## config.mk

```make
export PLATFORM = sky130hd
export DESIGN_NAME = bgh_pos
export DESIGN_NICKNAME = d
export VERILOG_FILES = /design/src/rtl/bgh_pkg.sv /design/src/rtl/bgh_pos.sv
export SDC_FILE = /design/constraint.sdc
export NUM_CORES = 1
export LEC_CHECK = 0
export ABC_AREA = 1
export BUFFER_PORTS_ARGS = -buffer_cell sky130_fd_sc_hd__buf_2
export CORE_AREA = 4 4 94 96
export DETAILED_ROUTE_END_ITERATION = 16
export DIE_AREA = 0 0 98 100
export PLACE_DENSITY = 0.89
export SLEW_MARGIN = 20
export SYNTH_ARGS = -nofsm -noshare
export SYNTH_HDL_FRONTEND = slang
export SYNTH_SLANG_ARGS = --single-unit
```

## constraint.sdc

```tcl
create_clock -name clk -period 2.7 [get_ports clk]
set_input_delay 0.135 -clock clk [delete_from_list [all_inputs] [get_ports clk]]
set_output_delay 0.135 -clock clk [all_outputs]
set_load 0.1 [all_outputs]
```

## src/rtl/bgh_pkg.sv

```systemverilog
package bgh_pkg;

  // Field and register widths of the block's ports.
  localparam int ACTION_W    = 2;
  localparam int GREY_W      = 8;
  localparam int ENTRY_W     = 9;
  localparam int COUNT_OUT_W = 20;
  localparam int REG_IDX_W   = 2;
  localparam int CFG_W       = 13;
  localparam int LINE_W      = 13;
  localparam int BSIZE_W     = 10;

  // Position counter widths.
  localparam int COL_LINE_W = 12;
  localparam int IN_BLOCK_W = 9;

  // Limits that the sizes are clamped to.
  localparam int LINE_MAX  = 4096;
  localparam int BLOCK_MAX = 512;

  // Register values after reset.
  localparam logic [LINE_W-1:0]  LINE_WIDTH_RESET   = 13'd128;
  localparam logic [BSIZE_W-1:0] BLOCK_WIDTH_RESET  = 10'd16;
  localparam logic [BSIZE_W-1:0] BLOCK_HEIGHT_RESET = 10'd16;

  typedef enum logic [ACTION_W-1:0] {
    ACT_ADD        = 2'd0,
    ACT_READ       = 2'd1,
    ACT_READ_CLEAR = 2'd2,
    ACT_RESTART    = 2'd3
  } action_t;

  typedef enum logic [REG_IDX_W-1:0] {
    REG_LINE_WIDTH   = 2'd0,
    REG_BLOCK_WIDTH  = 2'd1,
    REG_BLOCK_HEIGHT = 2'd2
  } reg_index_t;

  // Decoded item handed from the position tracker to the count store.
  typedef struct packed {
    logic    take;
    action_t action;
    logic    hit;
  } ctl_t;

  // Status of the count store seen by the top level.
  typedef struct packed {
    logic clearing;
    logic busy;
  } stat_t;

endpackage

```

## src/rtl/bgh_pos.sv

```systemverilog
module bgh_pos #(
  parameter int BLOCKS_PER_SIDE = 8,
  parameter int BINS            = 8,
  parameter int ADDR_W          = 9
) (
  input  logic                          clk,
  input  logic                          rst,
  input  logic                          wr_en,
  input  logic [bgh_pkg::REG_IDX_W-1:0] wr_index,
  input  logic [bgh_pkg::CFG_W-1:0]     wr_data,
  input  logic                          take,
  input  logic [bgh_pkg::ACTION_W-1:0]  action,
  input  logic [bgh_pkg::GREY_W-1:0]    grey,
  input  logic [bgh_pkg::ENTRY_W-1:0]   entry_index,
  output bgh_pkg::ctl_t                 ctl,
  output logic [ADDR_W-1:0]             addr
);
  import bgh_pkg::*;

  localparam int DEPTH = BLOCKS_PER_SIDE * BLOCKS_PER_SIDE * BINS;
  localparam int BC_W  = $clog2(BLOCKS_PER_SIDE + 1);
  localparam int BIN_W = $clog2(BINS);
  localparam int PROD_W = GREY_W + 5;

  logic [LINE_W-1:0]     line_width;
  logic [BSIZE_W-1:0]    block_width;
  logic [BSIZE_W-1:0]    block_height;
  logic [COL_LINE_W-1:0] column_in_line;
  logic [IN_BLOCK_W-1:0] column_in_block;
  logic [IN_BLOCK_W-1:0] row_in_block;
  logic [BC_W-1:0]       block_column;
  logic [BC_W-1:0]       block_row;

  logic [LINE_W-1:0]  lw_eff;
  logic [BSIZE_W-1:0] bw_eff;
  logic [BSIZE_W-1:0] bh_eff;
  logic               line_end;
  logic               col_block_end;
  logic               row_block_end;
  logic               in_grid;
  logic [PROD_W-1:0]  bin_prod;
  logic [BIN_W-1:0]   bin;
  logic [ADDR_W-1:0]  pixel_addr;
  logic               entry_ok;
  action_t            act;

  // Configuration registers.
  always_ff @(posedge clk) begin
    if (rst) begin
      line_width   <= LINE_WIDTH_RESET;
      block_width  <= BLOCK_WIDTH_RESET;
      block_height <= BLOCK_HEIGHT_RESET;
    end else if (wr_en) begin
      unique case (reg_index_t'(wr_index))
        REG_LINE_WIDTH:   line_width   <= wr_data;
        REG_BLOCK_WIDTH:  block_width  <= wr_data[BSIZE_W-1:0];
        REG_BLOCK_HEIGHT: block_height <= wr_data[BSIZE_W-1:0];
        default: ;
      endcase
    end
  end

  // Effective sizes after clamping.
  always_comb begin
    if (line_width == '0) begin
      lw_eff = LINE_W'(1);
    end else if (line_width > LINE_W'(LINE_MAX)) begin
      lw_eff = LINE_W'(LINE_MAX);
    end else begin
      lw_eff = line_width;
    end
    bw_eff = (block_width > BSIZE_W'(BLOCK_MAX)) ? BSIZE_W'(BLOCK_MAX) : block_width;
    bh_eff = (block_height > BSIZE_W'(BLOCK_MAX)) ? BSIZE_W'(BLOCK_MAX) : block_height;
  end

  assign line_end      = (LINE_W'(column_in_line) + LINE_W'(1)) >= lw_eff;
  assign col_block_end = (BSIZE_W'(column_in_block) + BSIZE_W'(1)) >= bw_eff;
  assign row_block_end = (BSIZE_W'(row_in_block) + BSIZE_W'(1)) >= bh_eff;

  // Entry of the current pixel: block index times the bin count plus the bin.
  assign bin_prod   = PROD_W'(grey) * PROD_W'(BINS);
  assign bin        = bin_prod[GREY_W +: BIN_W];
  assign pixel_addr = (ADDR_W'(block_row) * ADDR_W'(BLOCKS_PER_SIDE) + ADDR_W'(block_column))
                      * ADDR_W'(BINS) + ADDR_W'(bin);
  assign in_grid    = (bw_eff != '0) && (bh_eff != '0)
                      && (block_column < BC_W'(BLOCKS_PER_SIDE))
                      && (block_row < BC_W'(BLOCKS_PER_SIDE));
  assign entry_ok   = {23'b0, entry_index} < 32'(DEPTH);
  assign act        = action_t'(action);

  // Decode the item for the store.
  always_comb begin
    ctl.take   = take;
    ctl.action = act;
    if (act == ACT_ADD) begin
      ctl.hit = in_grid;
      addr    = pixel_addr;
    end else begin
      ctl.hit = entry_ok;
      addr    = ADDR_W'(entry_index);
    end
  end

  // Raster position counters.
  always_ff @(posedge clk) begin
    if (rst) begin
      column_in_line  <= '0;
      column_in_block <= '0;
      block_column    <= '0;
      row_in_block    <= '0;
      block_row       <= '0;
    end else if (take && act == ACT_RESTART) begin
      column_in_line  <= '0;
      column_in_block <= '0;
      block_column    <= '0;
      row_in_block    <= '0;
      block_row       <= '0;
    end else if (take && act == ACT_ADD) begin
      if (line_end) begin
        column_in_line  <= '0;
        column_in_block <= '0;
        block_column    <= '0;
        if (bh_eff != '0) begin
          if (row_block_end) begin
            row_in_block <= '0;
            if (block_row < BC_W'(BLOCKS_PER_SIDE)) begin
              block_row <= block_row + BC_W'(1);
            end
          end else begin
            row_in_block <= row_in_block + IN_BLOCK_W'(1);
          end
        end
      end else begin
        column_in_line <= column_in_line + COL_LINE_W'(1);
        if (bw_eff != '0) begin
          if (col_block_end) begin
            column_in_block <= '0;
            if (block_column < BC_W'(BLOCKS_PER_SIDE)) begin
              block_column <= block_column + BC_W'(1);
            end
          end else begin
            column_in_block <= column_in_block + IN_BLOCK_W'(1);
          end
        end
      end
    end
  end

endmodule

```

==> metrics.cfg <==
[run_status]
violations = setup timing
run_status = finished, violations left

[sta]
fmax_ghz = 0.346
slew_violations = 0
skew_ps = 6.32
setup_viol = 36
worst_slew_pin_slew_ps = 508
fin_crit_ps = 2890
timing.final.crit_share_pct = 107
rsz0062_at_grt = true
final_hold_viol_count = 0
finalWorstSetupSlack_ps = -188
slew_headroom_pct = 65.9

[setup_path]
cp_common_cell = nand2_1
cp-end-kind = register
cp.depth = 18
path_cells = inv_4 -> nor4_4 -> buf_4 -> nand4_1 -> nand2_1 -> nand2_1 -> inv_2 -> ha_4 -> nand2_2 -> inv_2 -> nand2_1 -> nand2_1 -> a21oi_2 -> nand3_4 -> nand2_8 -> nand2_8 -> nor2_1 -> nor2_2
crit_buf_inv = 4
max_stage_delay_ps = 400
crit_required_ps = 2950
startpoint_type = register
cp_slowest_cell = nor4_4
criticalPathCategory = reg -> reg
cp_max_fo = 11
crit_family = simple AND/OR/NAND/NOR gates
rr_worst_depth = 18
worst_ep_arrival_time_ps = 3140

[yosys]
ys_top_cells_by_area = dfxtp_1 (30%), nand2_1 (13%), ha_1 (11%)
synth_area_um2 = 4700
netlist_top_cells_count = nand2_1 (158), nor2_1 (121), inv_1 (85)
yosys.area.top_type = dfxtp_1
synth.yosys.seq_area_share_pct = 30.3
synth_edf_count = 0
synthCells = 705
avgSynthCellArea_um2 = 6.66
yosysMostFrequentCell = nand2_1
async_reset_ff_share_pct = 0
syn_nets = 783
ys.flop_type = dfxtp_1
netlist-cell-type-count = 41
ys_ff_latch = 71
synth_top_area_share_pct = 30.3
yosysWarnings = 0

[worst_hold_path]
min_path_cells = 3
min_path_type = in -> reg

[floorplan]
coreArea_um2 = 8050
die_h_um = 100
num_rows = 33
die_area_um2 = 9800
io-pin-count = 51
dieWidth_um = 98
initial_utilization_pct = 58.3

[route]
first_iter_violations = 325
detail_route.wl_per_cell_um = 15.5
ant_nets = 0
drcViolationCount = 0
drtPass1Iterations = 5
routed_wl_um = 13700
vias = 5074
viasPerCell = 5.75

[cts]
clk_latency_ps = 360
numCtsBuffers = 9
clkTransAtPathRegs_ps = 80
h-tree-depth = 3
cts_tree = built
clockBufferDepth = 2
ctsHoldBuffers = 0
cts.sinks = 71
cts_root_buffer = clkbuf_8

[run]
cap_viol_max_count = 0

[layout]
diodes = 0
nNetsFinal = 851
drive_above_1_share_pct = 22.6
final_area_um2 = 5760
area_growth_pct = 22.6
num-fill-cells = 543
final-instance-count-excl-fill = 883

[placed_design]
hpwl_um = 8830
place_congestion = 0.916
place_ws_ps = -90.4
place_inst = 853
port_buffers = 45
place_area_um2 = 5080

[grt]
grt.overflow.total = 0
grt_pass1_wl_um = 19600
grt_pass1_vias = 4499
antenna_found_initial = 0
grt_max_degree = 35
grt_use_total_pct = 24.0

[pwr]
power.density_nw_per_um2 = 490
peakVddDrop_v = 0.000414
power_mw = 2.82
p_leak_nw = 2.81

final timing paths:
check / from / endpoint / slack (ps)
worst max-delay path: column_in_line[2] / column_in_block[0] / -190
worst min-delay path: wr_data[11] / line_width[11] / 9
worst max register to register: column_in_line[2] / column_in_block[0] / -190
worst min register to register: block_row[3] / block_row[3] / 470
layer usage:
| layer | part of all wire, % | track usage, % |
|---|---|---|
| met5 | 0 | 0 |
| met4 | 5.3 | 10.1 |
| met3 | 5.8 | 3.41 |
| met2 | 50 | 43.4 |
| met1 | 39 | 28.3 |
repair_timing:
| action | in CTS | in global routing |
|---|---|---|
| resized for setup | 6 | 83 |
| gates cloned | 0 | 2 |
| setup endpoints to repair | 26 | 38 |
| pin swaps | 5 | 32 |
| setup buffers | 3 | 9 |
layout by cell type (no fill, tap or decap), drive strengths merged:
master  Yosys  final
nand2     163    164
nor2      124    124
inv        88     92
buf         8     76
dfxtp      71     71
nand3      48     48
o21ai      47     47
ha         40     40
a21oi      24     24
xor2       20     20
nor3       13     13
nand4      12     12
clkbuf     13      9
nor4        7      7
a211oi      7      7
clkinv      2      5
xnor2       3      3
or2         2      2
o211ai      2      2
nand3b      2      2
o21bai      2      2
nor3b       2      2
a21boi      1      1
o31ai       1      1
o21a        1      1
and2        1      1
o22ai       1      1
bufinv      0      1
sequential cells by signal, summed over array words and instances, names as in the netlist:
register	count
column_in_block	9
block_width	10
row_in_block	9
block_row	4
block_column	4
block_height	10
column_in_line	12
line_width	13
metrics by stage:
step	TNS (ps)	utilization, %	hold WS, ps
2_1_floorplan	0	-	248
3_3_place_gp	0	63.1	362
3_5_place_dp	-874	63.1	379
4_1_cts	-151	66.3	9.32
5_1_grt	-7530	71.5	40.2
6_report	-3240	71.5	9.24
where the power goes:
part           internal [mW]  total (mW)  switching, mW
registers               1.10        1.14         0.0455
clock network          0.438       0.892          0.454
logic                  0.266       0.788          0.522
cell type report:
cell class / instances / area [um2] / share of cell area, %
multi-input combinational: 524 / 3140 / 54.6
sequential: 71 / 1430 / 24.8
timing repair buffer: 76 / 489 / 8.50
inverter: 90 / 357 / 6.19
tap: 105 / 131 / 2.28
clock buffer: 9 / 124 / 2.15
clock inverter: 7 / 78.8 / 1.37
timing repair inverter: 1 / 8.76 / 0.152
worst register-to-register path, stage by stage (launching register included):
cell,delay [ps]
dfxtp_2,370
inv_4,60
nor4_4,400
buf_4,180
nand4_1,60
nand2_1,110
nand2_1,90
inv_2,80
ha_4,200
nand2_2,60
inv_2,50
nand2_1,90
nand2_1,80
a21oi_2,210
nand3_4,140
nand2_8,170
nand2_8,110
nor2_1,220
nor2_2,90
logic make-up after synthesis:
logic type | after synthesis | share of synthesized area, %
AOI/OAI and AO/OA | 86 | 10.1
DFF | 71 | 30.3
and+or+nand+nor | 374 | 35.0
buffers and inverters | 111 | 9.70
adders and majority gates | 40 | 10.7
xor gates and xnor gates | 23 | 4.29
(Power assumes the default switching activity.)
