File: src/rtl/bgh_pkg.sv
package bgh_pkg;

  // Field and register widths of the block's ports.
  localparam int ACTION_W    = 2;
  localparam int GREY_W      = 8;
  localparam int ENTRY_W     = 9;
  localparam int COUNT_OUT_W = 20;
  localparam int REG_IDX_W   = 2;
  localparam int CFG_W       = 13;
  localparam int LINE_W      = 13;
  localparam int BSIZE_W     = 10;

  // Position counter widths.
  localparam int COL_LINE_W = 12;
  localparam int IN_BLOCK_W = 9;

  // Limits that the sizes are clamped to.
  localparam int LINE_MAX  = 4096;
  localparam int BLOCK_MAX = 512;

  // Register values after reset.
  localparam logic [LINE_W-1:0]  LINE_WIDTH_RESET   = 13'd128;
  localparam logic [BSIZE_W-1:0] BLOCK_WIDTH_RESET  = 10'd16;
  localparam logic [BSIZE_W-1:0] BLOCK_HEIGHT_RESET = 10'd16;

  typedef enum logic [ACTION_W-1:0] {
    ACT_ADD        = 2'd0,
    ACT_READ       = 2'd1,
    ACT_READ_CLEAR = 2'd2,
    ACT_RESTART    = 2'd3
  } action_t;

  typedef enum logic [REG_IDX_W-1:0] {
    REG_LINE_WIDTH   = 2'd0,
    REG_BLOCK_WIDTH  = 2'd1,
    REG_BLOCK_HEIGHT = 2'd2
  } reg_index_t;

  // Decoded item handed from the position tracker to the count store.
  typedef struct packed {
    logic    take;
    action_t action;
    logic    hit;
  } ctl_t;

  // Status of the count store seen by the top level.
  typedef struct packed {
    logic clearing;
    logic busy;
  } stat_t;

endpackage

File: src/rtl/bgh_ifs.sv


interface bgh_rsp_if;
  import bgh_pkg::*;

  logic                   valid;
  logic                   ready;
  logic [COUNT_OUT_W-1:0] count;

  modport source (output valid, output count, input ready);
  modport sink (input valid, input count, output ready);
endinterface

File: src/rtl/bgh_outq.sv
module bgh_outq (
  input  logic                            clk,
  input  logic                            rst,
  input  logic                            push,
  input  logic [bgh_pkg::COUNT_OUT_W-1:0] push_count,
  output logic [1:0]                      level,
  bgh_rsp_if.source                       rsp
);
  import bgh_pkg::*;

  logic [COUNT_OUT_W-1:0] slots [2];
  logic                   wr_ptr;
  logic                   rd_ptr;
  logic                   pop;

  assign pop       = rsp.valid && rsp.ready;
  assign rsp.valid = (level != 2'd0);
  assign rsp.count = slots[rd_ptr];

  // Two-slot result queue; the top level never pushes into a full queue.
  always_ff @(posedge clk) begin
    if (rst) begin
      wr_ptr <= 1'b0;
      rd_ptr <= 1'b0;
      level  <= 2'd0;
    end else begin
      if (push) begin
        wr_ptr <= ~wr_ptr;
      end
      if (pop) begin
        rd_ptr <= ~rd_ptr;
      end
      level <= level + 2'(push) - 2'(pop);
    end
  end

  always_ff @(posedge clk) begin
    if (push) begin
      slots[wr_ptr] <= push_count;
    end
  end

endmodule

File: src/flat_wrapper.sv
// flat-port wrapper written by rule: the top's interface ports become plain ports
module bgh_outq_flat import bgh_pkg::*;
  (clk, rst, push, push_count, level, rsp_valid, rsp_count, rsp_ready);
  bgh_rsp_if rsp_i ();
  input  logic clk;
  input  logic rst;
  input  logic push;
  input  logic [bgh_pkg::COUNT_OUT_W-1:0] push_count;
  output logic [1:0] level;
  output wire logic [$bits(rsp_i.valid)-1:0] rsp_valid;
  output wire logic [$bits(rsp_i.count)-1:0] rsp_count;
  input wire logic [$bits(rsp_i.ready)-1:0] rsp_ready;
  assign rsp_valid = rsp_i.valid;
  assign rsp_count = rsp_i.count;
  assign rsp_i.ready = rsp_ready;
  bgh_outq u_core (.clk(clk), .rst(rst), .push(push), .push_count(push_count), .level(level), .rsp(rsp_i));
endmodule
File: config.mk
export PLATFORM = sky130hd
export DESIGN_NAME = bgh_outq_flat
export DESIGN_NICKNAME = d
export VERILOG_FILES = /design/src/rtl/bgh_pkg.sv /design/src/rtl/bgh_ifs.sv /design/src/rtl/bgh_outq.sv /design/src/flat_wrapper.sv
export SDC_FILE = /design/constraint.sdc
export NUM_CORES = 1
export LEC_CHECK = 0
export ABC_AREA = 1
export BUFFER_PORTS_ARGS = -buffer_cell sky130_fd_sc_hd__buf_2
export CORE_ASPECT_RATIO = 1.25
export CORE_MARGIN = 2
export CORE_UTILIZATION = 37
export CTS_CLUSTER_SIZE = 20
export DETAILED_ROUTE_END_ITERATION = 7
export REMOVE_ABC_BUFFERS = 1
export SLEW_MARGIN = 20
export SYNTH_ARGS = -nofsm -noshare
export SYNTH_HDL_FRONTEND = slang
export SYNTH_SLANG_ARGS = --single-unit
export TNS_END_PERCENT = 10
File: constraint.sdc
create_clock -name clk -period 1.95 [get_ports clk]
set_input_delay 0.39 -clock clk [delete_from_list [all_inputs] [get_ports clk]]
set_output_delay 0.39 -clock clk [all_outputs]
set_load 0.1 [all_outputs]
==> results of run 1 <==
cells in the mapped netlist:
cell / instances
nor3_1: 1
mux2_4: 20
ha_1: 2
inv_1: 9
a21oi_1: 1
edfxtp_1: 40
nand3_1: 2
nor2_1: 9
dfxtp_1: 5
buf_6: 2
nand2_1: 6
per-layer routing:
metal / global-route usage [%] / vias up
li1: - / 455
met1: 11.9 / 468
met2: 22.8 / 32
met3: 4.02 / 5
met4: 6.25 / 0
met5: 0 / -
metrics by stage:
step                      util, %  TNS [ns]  instances  setup WS, ns  hold WS (ns)
after floorplan                 -    -0.810         95        -0.247         0.461
after global placement       51.1         0        204         0.511         0.485
after detailed placement     51.1         0        204         0.307         0.518
after CTS                    53.3         0        211         0.182         0.279
after global routing         53.3         0        211         0.155         0.271
final                        53.3         0        211         0.205         0.290
power by group:
| part | switching [mW] | total, mW | internal, mW |
|---|---|---|---|
| registers | 0.0378 | 1.17 | 1.13 |
| clock network | 0.275 | 0.647 | 0.372 |
| logic | 1.18 | 1.78 | 0.596 |
| total | 1.50 | 3.60 | 2.10 |
flip-flops by register name, indices dropped and copies added, names as in the netlist, named ones only:
signal	cells
u_core.rd_ptr	1
u_core.slots	40
u_core.level	2
u_core.wr_ptr	1
logic make-up (layout without fill, tap and decap cells):
group                      Yosys count  count (layout)  synth area share (%)
AOI/OAI and AO/OA                    1               1                 0.284
buffers and inverters               11              65                  3.20
muxes                               20              20                  17.1
DFF                                 45              45                  74.0
and+or+nand+nor                     18              18                  4.05
adders and majority gates            2               2                  1.42
area by class of cell:
class	instances	share of cell area [%]
Multi-Input combinational cell	41	16.3
Sequential cell	45	52.4
Inverter	9	1.36
Timing Repair Buffer	49	22.8
Tap cell	60	3.02
Clock buffer	5	2.77
Clock inverter	2	1.41
worst paths after layout:
| kind | startpoint | end | cells past startpoint |
|---|---|---|---|
| max | register | rsp_count[4] | 3 |
| min | rst | u_core.level[0] | 2 |
| max reg2reg | u_core.level[1] | u_core.level[1] | 10 |
| min reg2reg | u_core.wr_ptr | u_core.wr_ptr | 2 |
worst max-delay path, delay by kind of cell, from the launching register on:
kind | cells | cell delay (ns)
flops | 1 | 0.36
mux | 1 | 0.34
buf+inv | 2 | 0.37
==> reports/metrics.csv, run 1 <==
stage,metric,value,unit
status,status,"complete, no violations",
sta,finalCriticalPeriod,1.74,ns
sta,setup_viol,0,
logic_synthesis,yosys-top-cells-area,"edfxtp_1, mux2_4, dfxtp_1",
sta,tightest_slew,0.486,ns
pwr,power_density,1450,nW/um^2
drt,drt_pass1_iterations,3,
pwr,worst_ir_drop_vdd,1.31,mV
drt,via_per_inst,4.55,
sta,fin_skew,0.00178,ns
floorplanning,ios,47,
logic_synthesis,syn_area,1760,um^2
run,max-cap-violations,0,
logic_synthesis,synth-seq-area-share,74.0,%
drt,ant_nets,0,
clock_tree,cts_root_buf,clkbuf_8,
logic_synthesis,syn_inst,97,
finish,final_nets,177,
drt,top_layer,met4,
critical_path,end_kind,primary output,
pwr,p_leak,1.03,nW
pwr,power,3.60,mW
clock_tree,cts_resized,0,
drt,wl_met1,985,um
sta,finalMaxSlewViolations,0,
clock_tree,numClockSinks,45,
floorplanning,die_h,81.1,um
clock_tree,clkTransAtPathRegs,0.07,ns
sta,rsz0062_at_grt,false,
clock_tree,clock_path_buffers,2,
finish,layout-drive-gt1-share,51.0,%
logic_synthesis,yosysTopAreaCellShare,68.3,%
drt,wl_met3,173,um
logic_synthesis,ys_types,11,
finish,final_common_cell,edfxtp_1,
drt,drc,0,
place,hpwl,2.21,mm
sta,period_share,89.5,%
critical_path,rrSetupSlack,0.43,ns
floorplanning,die_x,65.7,um
finish,n_antenna_cell,0,
critical_path,startpoint_type,register,
place,gp_congestion,0.650,
grt,grt_start_max_net_pins,21,
grt,grt_overflow,0,
logic_synthesis,synth.ff_latch_count,45,
drt,wl_met2,1.79,mm
critical_path,crit_top_cell,buf_12,
critical_path,worstSetupPathType,reg -> out,
floorplanning,core,4660,um^2
finish,seq_area,1300,um^2
critical_path,crit_chain,"buf_12, mux2_4, buf_12",
drt,wire_per_inst,14.3,um
finish,fin_area,2480,um^2
finish,fillerInstances,373,
grt,grt_pass1_vias,1015,
logic_synthesis,yosys_warnings,0,
drt,vias,960,
drt,drt_wl_total,3.01,mm
clock_tree,cts_buffers,5,
drt,drtIter0Drc,27,
floorplanning,start_util,37.8,%
clock_tree,clk_latency,0.28,ns
critical_path,cpPeakStageDelay,0.36,ns
finish,syn2layout_area_growth,41.2,%
sta,max_slew_margin,67.8,%
logic_synthesis,yosysTopAreaCell,edfxtp_1,
clock_tree,hold_buffers,0,
place,portBuffers,46,
critical_path,arrival,1.35,ns
finish,multi_input_area,404,um^2
clock_tree,post-cts-setup-buffer-count,0,
sta,timing_hold_violations_final,0,
floorplanning,die_area,5330,um^2
clock_tree,cts_tree,built,
grt,antenna_found_initial,0,
clock_tree,htreeDepth,2,
grt,track_usage,12.3,%
critical_path,cp.required,1.56,ns
logic_synthesis,syn_avg_cell_area,18.1,um^2
critical_path,critPathSlowestCell,dfxtp_1,
grt,grt_pass1_wl,4.57,mm
finish,mostFrequentLayoutCells,"edfxtp_1, buf_2, buf_12",
critical_path,cp_max_fo,20,
place,placed_cell_area,2380,um^2
floorplanning,num_rows,28,
worst_hold_path,min_path_type,in -> reg,
sta,clock.fmax,573,MHz
(Power assumes the default switching activity.)
==> run 2, diff against run 1 <==
CORE_UTILIZATION = 41   (was 37)
==> run 2 against run 1 <==
Sequential power about the same. Die area down 9.2%. Global-route usage up 0.96 points. Routed wire length down 6.0%. First-iteration DRC count down 48%. Non-clock buffer count unchanged. Cell area down 1.1%. Sequential cell count unchanged. Clock-buffer cell count unchanged. Maximum frequency down 0.23%. Worst hold slack worse by 0.0055 ns. Clock skew up 0.0044 ns. Critical endpoint is now rsp_count[13]. Largest power group unchanged.
==> reports/metrics.csv, run 2 (synthesis gave the netlist of run 1 again) <==
stage,metric,value,unit,change
status,status,"complete, no violations",,unchanged
clock_tree,numClockSinks,45,,unchanged
floorplanning,core,4100,um^2,was 4660 um^2
drt,vias,930,,was 960
floorplanning,start_util,42.9,%,was 37.8%
critical_path,cp_max_fo,20,,unchanged
critical_path,worstSetupPathType,reg -> out,,unchanged
finish,final_common_cell,edfxtp_1,,unchanged
worst_hold_path,min_to,u_core.slots[0][0],,was u_core.level[0]
clock_tree,cts_root_buf,clkbuf_8,,unchanged
finish,mostFrequentLayoutCells,"edfxtp_1, buf_2, buf_12",,unchanged
drt,drtIter0Drc,14,,was 27
clock_tree,post-cts-setup-buffer-count,0,,unchanged
grt,grt_pass1_vias,1015,,unchanged
sta,finalCriticalPeriod,1.75,ns,was 1.74 ns
critical_path,critPathSlowestCell,dfxtp_1,,unchanged
finish,seq_area,1300,um^2,unchanged
floorplanning,die_h,77.2,um,was 81.1 um
place,gp_congestion,0.714,,was 0.650
critical_path,cp.required,1.56,ns,about the same
grt,grt_start_max_net_pins,21,,unchanged
floorplanning,die_x,62.6,um,was 65.7 um
clock_tree,hold_buffers,0,,unchanged
sta,finalMaxSlewViolations,0,,unchanged
clock_tree,cts_resized,0,,unchanged
drt,drt_wl_total,2.83,mm,was 3.01 mm
critical_path,rr_startpoint,u_core.level[1],,unchanged
place,portBuffers,46,,unchanged
sta,fin_setup_tns,0,ns,unchanged
clock_tree,clk_latency,0.29,ns,was 0.28 ns
finish,n_antenna_cell,0,,unchanged
critical_path,rrSetupSlack,0.52,ns,was 0.43 ns
drt,drt_pass1_iterations,3,,unchanged
clock_tree,clock_path_buffers,2,,unchanged
critical_path,cpPeakStageDelay,0.36,ns,about the same
place,placed_cells,200,,was 204
sta,max_slew_margin,67.7,%,was 67.8%
clock_tree,cts_buffers,5,,unchanged
finish,regMostFlops,u_core.slots,,unchanged
critical_path,arrival,1.36,ns,was 1.35 ns
critical_path,crit_chain,"buf_12, mux2_4, buf_12",,unchanged
finish,layout-drive-gt1-share,50.0,%,was 51.0%
worst_hold_path,hp-start,push_count[0],,was rst
pwr,power_density,1400,nW/um^2,was 1450 nW/um^2
critical_path,r2r-end,u_core.level[1],,unchanged
critical_path,worst-r2r-cell-count,10,,unchanged
critical_path,worst_path_dominant_cell_family,buffers and inverters,,unchanged
pwr,worst_ir_drop_vdd,1.39,mV,was 1.31 mV
floorplanning,num_rows,26,,was 28
sta,timing_hold_violations_final,0,,unchanged
finish,multi_input_area,404,um^2,unchanged
critical_path,startpoint_type,register,,unchanged
finish,syn2layout_area_growth,39.6,%,was 41.2%
finish,reg_top3,"u_core.slots: 40 flops, u_core.level: 2 flops",,unchanged
finish,final_nets,177,,unchanged
grt,grt_pass1_wl,4.76,mm,was 4.57 mm
grt,track_usage,13.2,%,was 12.3%
clock_tree,clkTransAtPathRegs,0.08,ns,was 0.07 ns
pwr,p_leak,1.02,nW,was 1.03 nW
grt,antenna_found_initial,0,,unchanged
critical_path,crit_top_cell,buf_12,,unchanged
place,hpwl,2.16,mm,was 2.21 mm
sta,setup_viol,0,,unchanged
drt,wire_per_inst,13.6,um,was 14.3 um
drt,via_per_inst,4.47,,was 4.55
critical_path,critPathBufInv,2,,unchanged
finish,largest_reg_flops,40,,unchanged
finish,fillerInstances,345,,was 373
grt,grt_overflow,0,,unchanged
worst_hold_path,min_path_type,in -> reg,,unchanged
critical_path,end_kind,primary output,,unchanged
floorplanning,die_area,4830,um^2,was 5330 um^2
floorplanning,ios,47,,unchanged
sta,period_share,89.7,%,was 89.5%
sta,tightest_slew,0.488,ns,was 0.486 ns
drt,drc,0,,unchanged
sta,fin_skew,0.00617,ns,was 0.00178 ns
clock_tree,cts_tree,built,,unchanged
run,max-cap-violations,0,,unchanged
finish,fin_cells,208,,was 211
sta,rsz0062_at_grt,false,,unchanged
clock_tree,htreeDepth,2,,unchanged
sta,hold_ws,0.285,ns,was 0.290 ns
sta,clock.fmax,572,MHz,was 573 MHz
drt,ant_nets,0,,unchanged
worst_hold_path,whs_path_depth,1,,was 2
## run 2: metal layers
layer  wire length [um]  vias up  GRT usage, %
met3                178        5          4.84
met2               1600       29          23.8
met1               1020      441          13.6
met4                 38        0          6.00
met5                  0        -             0
li1                   -      455             -
## run 2: where the power goes
part | switching (mW) | total [mW] | leakage, nW | internal, mW
combinational | 1.17 | 1.76 | 0.556 | 0.590
clock | 0.272 | 0.513 | 0.0430 | 0.241
sequential | 0.0360 | 1.17 | 0.417 | 1.13
## run 2: worst max path at each step
stage	slack [ns]	end	depth (start not counted)	start
2_1_floorplan	-0.25	register	5	u_core.level[1]
3_3_place_gp	0.49	u_core.level[1]	9	rsp_ready
3_5_place_dp	0.42	u_core.level[1]	11	rsp_ready
4_1_cts	0.18	rsp_count[14]	3	register
5_1_grt	0.15	rsp_count[18]	3	register
6_report	0.20	rsp_count[13]	3	register
## run 2: per-stage QoR
step                      cell area, um^2  util [%]  setup WS (ns)  power (mW)
after CTS                            2460      59.9          0.178        3.49
final                                2460      59.9          0.201        3.44
after detailed placement             2370      57.9          0.420        2.97
after floorplan                      1740         -         -0.247        2.43
after global routing                 2460      59.9          0.148        3.59
after global placement               2370      57.9          0.495        2.93
## run 2: final cells by class
cell class	instances	area share, %
tap	56	2.85
clock inverter	3	0.509
sequential	45	53.0
multi-input combinational	41	16.5
inverter	9	1.38
timing repair buffer	49	23.0
clock buffer	5	2.80
## run 2: worst reg2reg max path: cells and delay by family, from the launching register on
kind / cells / cell delay (ns)
adder cells (fa/ha/maj): 2 / 0.41
buffers and inverters: 2 / 0.10
flip-flops: 1 / 0.37
AND/OR/NAND/NOR: 6 / 0.44
==> run 3, diff against run 2 <==
MAX_ROUTING_LAYER = met4   (was not set)
REMOVE_ABC_BUFFERS = not set   (was 1)
==> run 3 against run 2 <==
Clock-buffer cell count is 1 higher. Clock power about the same. Worst hold slack improved by 0.0053 ns. Cell area up 0.15%. Routed wire length is 1.6% lower. Critical path depth is the same. Sequential power is essentially flat. Sequential cell count stayed put. Maximum frequency grew 0.38%. Core utilization increased by 0.092 points. Clock skew decreased by 0.0023 ns. Largest cell class unchanged.
==> reports/metrics.csv, run 3 (synthesis gave the netlist of run 1 again) <==
stage,metric,value,unit,change
worst_hold_path,min_to,u_core.level[0],,was u_core.slots[0][0]
critical_path,rrSetupSlack,0.46,ns,was 0.52 ns
place,gp_congestion,0.681,,was 0.714
floorplanning,ios,47,,unchanged
drt,drc,0,,unchanged
finish,final_common_cell,edfxtp_1,,unchanged
sta,max_slew_margin,67.8,%,was 67.7%
finish,regMostFlops,u_core.slots,,unchanged
place,portBuffers,46,,unchanged
run,max-cap-violations,0,,unchanged
clock_tree,numClockSinks,45,,unchanged
clock_tree,cts_buffers,5,,unchanged
drt,ant_nets,0,,unchanged
finish,syn2layout_area_growth,39.8,%,was 39.6%
clock_tree,clkTransAtPathRegs,0.07,ns,was 0.08 ns
drt,drt_pass1_iterations,4,,was 3
sta,layout_setup_ws,0.208,ns,was 0.201 ns
worst_hold_path,min_path_type,in -> reg,,unchanged
floorplanning,die_area,4830,um^2,unchanged
sta,finalMaxSlewViolations,0,,unchanged
sta,clock.fmax,574,MHz,was 572 MHz
finish,largest_reg_flops,40,,unchanged
critical_path,cp_max_fo,20,,unchanged
pwr,swShare,42.8,%,was 42.9%
place,hpwl,2.15,mm,was 2.16 mm
sta,fin_setup_tns,0,ns,unchanged
grt,grt_pass1_vias,988,,was 1015
floorplanning,start_util,42.9,%,unchanged
critical_path,end_kind,primary output,,unchanged
grt,grt_overflow,0,,unchanged
logic_synthesis,synth_fp_nets,123,,
pwr,worst_ir_drop_vdd,1.59,mV,was 1.39 mV
sta,period_share,89.4,%,was 89.7%
clock_tree,post-cts-setup-buffer-count,0,,unchanged
clock_tree,hold_buffers,0,,unchanged
floorplanning,die_x,62.6,um,unchanged
floorplanning,die_h,77.2,um,unchanged
floorplanning,core,4100,um^2,unchanged
pwr,power_frac_comb,51.2,%,was 51.1%
critical_path,startpoint_type,register,,unchanged
place,pre_cts_ws,0.348,ns,was 0.420 ns
finish,mostFrequentLayoutCells,"edfxtp_1, buf_2, buf_12",,unchanged
critical_path,rr_startpoint,u_core.level[1],,unchanged
floorplanning,num_rows,26,,unchanged
drt,via_per_inst,4.47,,about the same
worst_hold_path,whs_path_depth,2,,was 1
grt,grt_pass1_wl,4.47,mm,was 4.76 mm
drt,wire_per_inst,13.4,um,was 13.6 um
finish,final_nets,177,,unchanged
critical_path,worst-r2r-cell-count,8,,was 10
finish,layout-drive-gt1-share,51.3,%,was 50.0%
grt,grt_start_max_net_pins,21,,unchanged
sta,setup_viol,0,,unchanged
sta,timing_hold_violations_final,0,,unchanged
pwr,p_int,1.97,mW,was 1.96 mW
clock_tree,cts_resized,0,,unchanged
critical_path,arrival,1.35,ns,was 1.36 ns
finish,n_antenna_cell,0,,unchanged
clock_tree,clk_latency,0.28,ns,was 0.29 ns
pwr,power_frac_clock,14.9,%,about the same
sta,finalCriticalPeriod,1.74,ns,was 1.75 ns
pwr,seq_power_share,33.9,%,was 34.0%
drt,vias,929,,was 930
worst_hold_path,hp-start,rst,,was push_count[0]
status,status,"complete, no violations",,unchanged
critical_path,cp.required,1.56,ns,about the same
finish,reg_top3,"u_core.slots: 40 flops, u_core.level: 2 flops",,unchanged
clock_tree,htreeDepth,2,,unchanged
sta,tightest_slew,0.486,ns,was 0.488 ns
pwr,p_sw,1.48,mW,about the same
drt,drt_wl_total,2.79,mm,was 2.83 mm
sta,fin_skew,0.00386,ns,was 0.00617 ns
pwr,p_leak,1.02,nW,about the same
grt,track_usage,12.9,%,was 13.2%
pwr,power_density,1400,nW/um^2,about the same
sta,rsz0062_at_grt,false,,unchanged
drt,drtIter0Drc,31,,was 14
critical_path,r2r-end,u_core.level[1],,unchanged
clock_tree,cts_root_buf,clkbuf_8,,unchanged
clock_tree,cts_tree,built,,unchanged
clock_tree,clock_path_buffers,2,,unchanged
grt,antenna_found_initial,0,,unchanged
critical_path,worstSetupPathType,reg -> out,,unchanged
-- run 3: cell types whose count changed in the layout (fill, tap and decap cells not counted), sizes merged --
cell / change
clkinv: -1
clkbuf: +1
-- run 3: worst max path at each step --
stage                    start              end  slack [ns]  cells after the start
6_report              register     rsp_count[0]        0.21                      3
3_5_place_dp         rsp_ready  u_core.level[1]        0.35                      9
5_1_grt               register    rsp_count[12]        0.15                      3
2_1_floorplan  u_core.level[0]  u_core.level[1]       -0.08                      7
4_1_cts               register     rsp_count[0]        0.19                      3
3_3_place_gp         rsp_ready  u_core.level[1]        0.50                      9
-- run 3: per-layer routing --
layer / routed length, um / share of wire (%) / track usage (%)
met1: 1020 / 37 / 12.3
met2: 1600 / 57 / 23.5
met3: 151 / 5.4 / 4.25
met4: 14 / 0.50 / 5.33
met5: 0 / 0 / -
-- run 3: through the flow --
step	utilization (%)	hold WS, ns	std cells	power (mW)	area, um^2
floorplan	-	0.461	97	2.46	1760
global placement	58.0	0.488	200	2.93	2380
detailed placement	58.0	0.512	200	2.97	2380
CTS	60.0	0.280	208	3.49	2460
global route	60.0	0.275	208	3.59	2460
finish	60.0	0.290	208	3.45	2460
-- run 3: final cells by class --
class / instances / area [um^2]
Clock inverter: 2 / 10.0
Sequential cell: 45 / 1300
Multi-Input combinational cell: 41 / 407
Timing Repair Buffer: 49 / 566
Inverter: 9 / 33.8
Tap cell: 56 / 70.1
Clock buffer: 6 / 72.6
Fill cell: 334 / 1640
-- run 3: power by group through the flow --
stage	sequential (mW)	combinational (mW)	clock (mW)
after CTS	1.17	1.78	0.535
after global routing	1.18	1.83	0.576
after floorplan	1.32	1.13	0
final	1.17	1.77	0.514
after detailed placement	1.19	1.78	0
after global placement	1.19	1.75	0
-- run 3: worst max-delay path, stage by stage (launching register included) --
cell and delay [ns]:
dfxtp_1 0.36, buf_12 0.20, mux2_4 0.34, buf_12 0.17
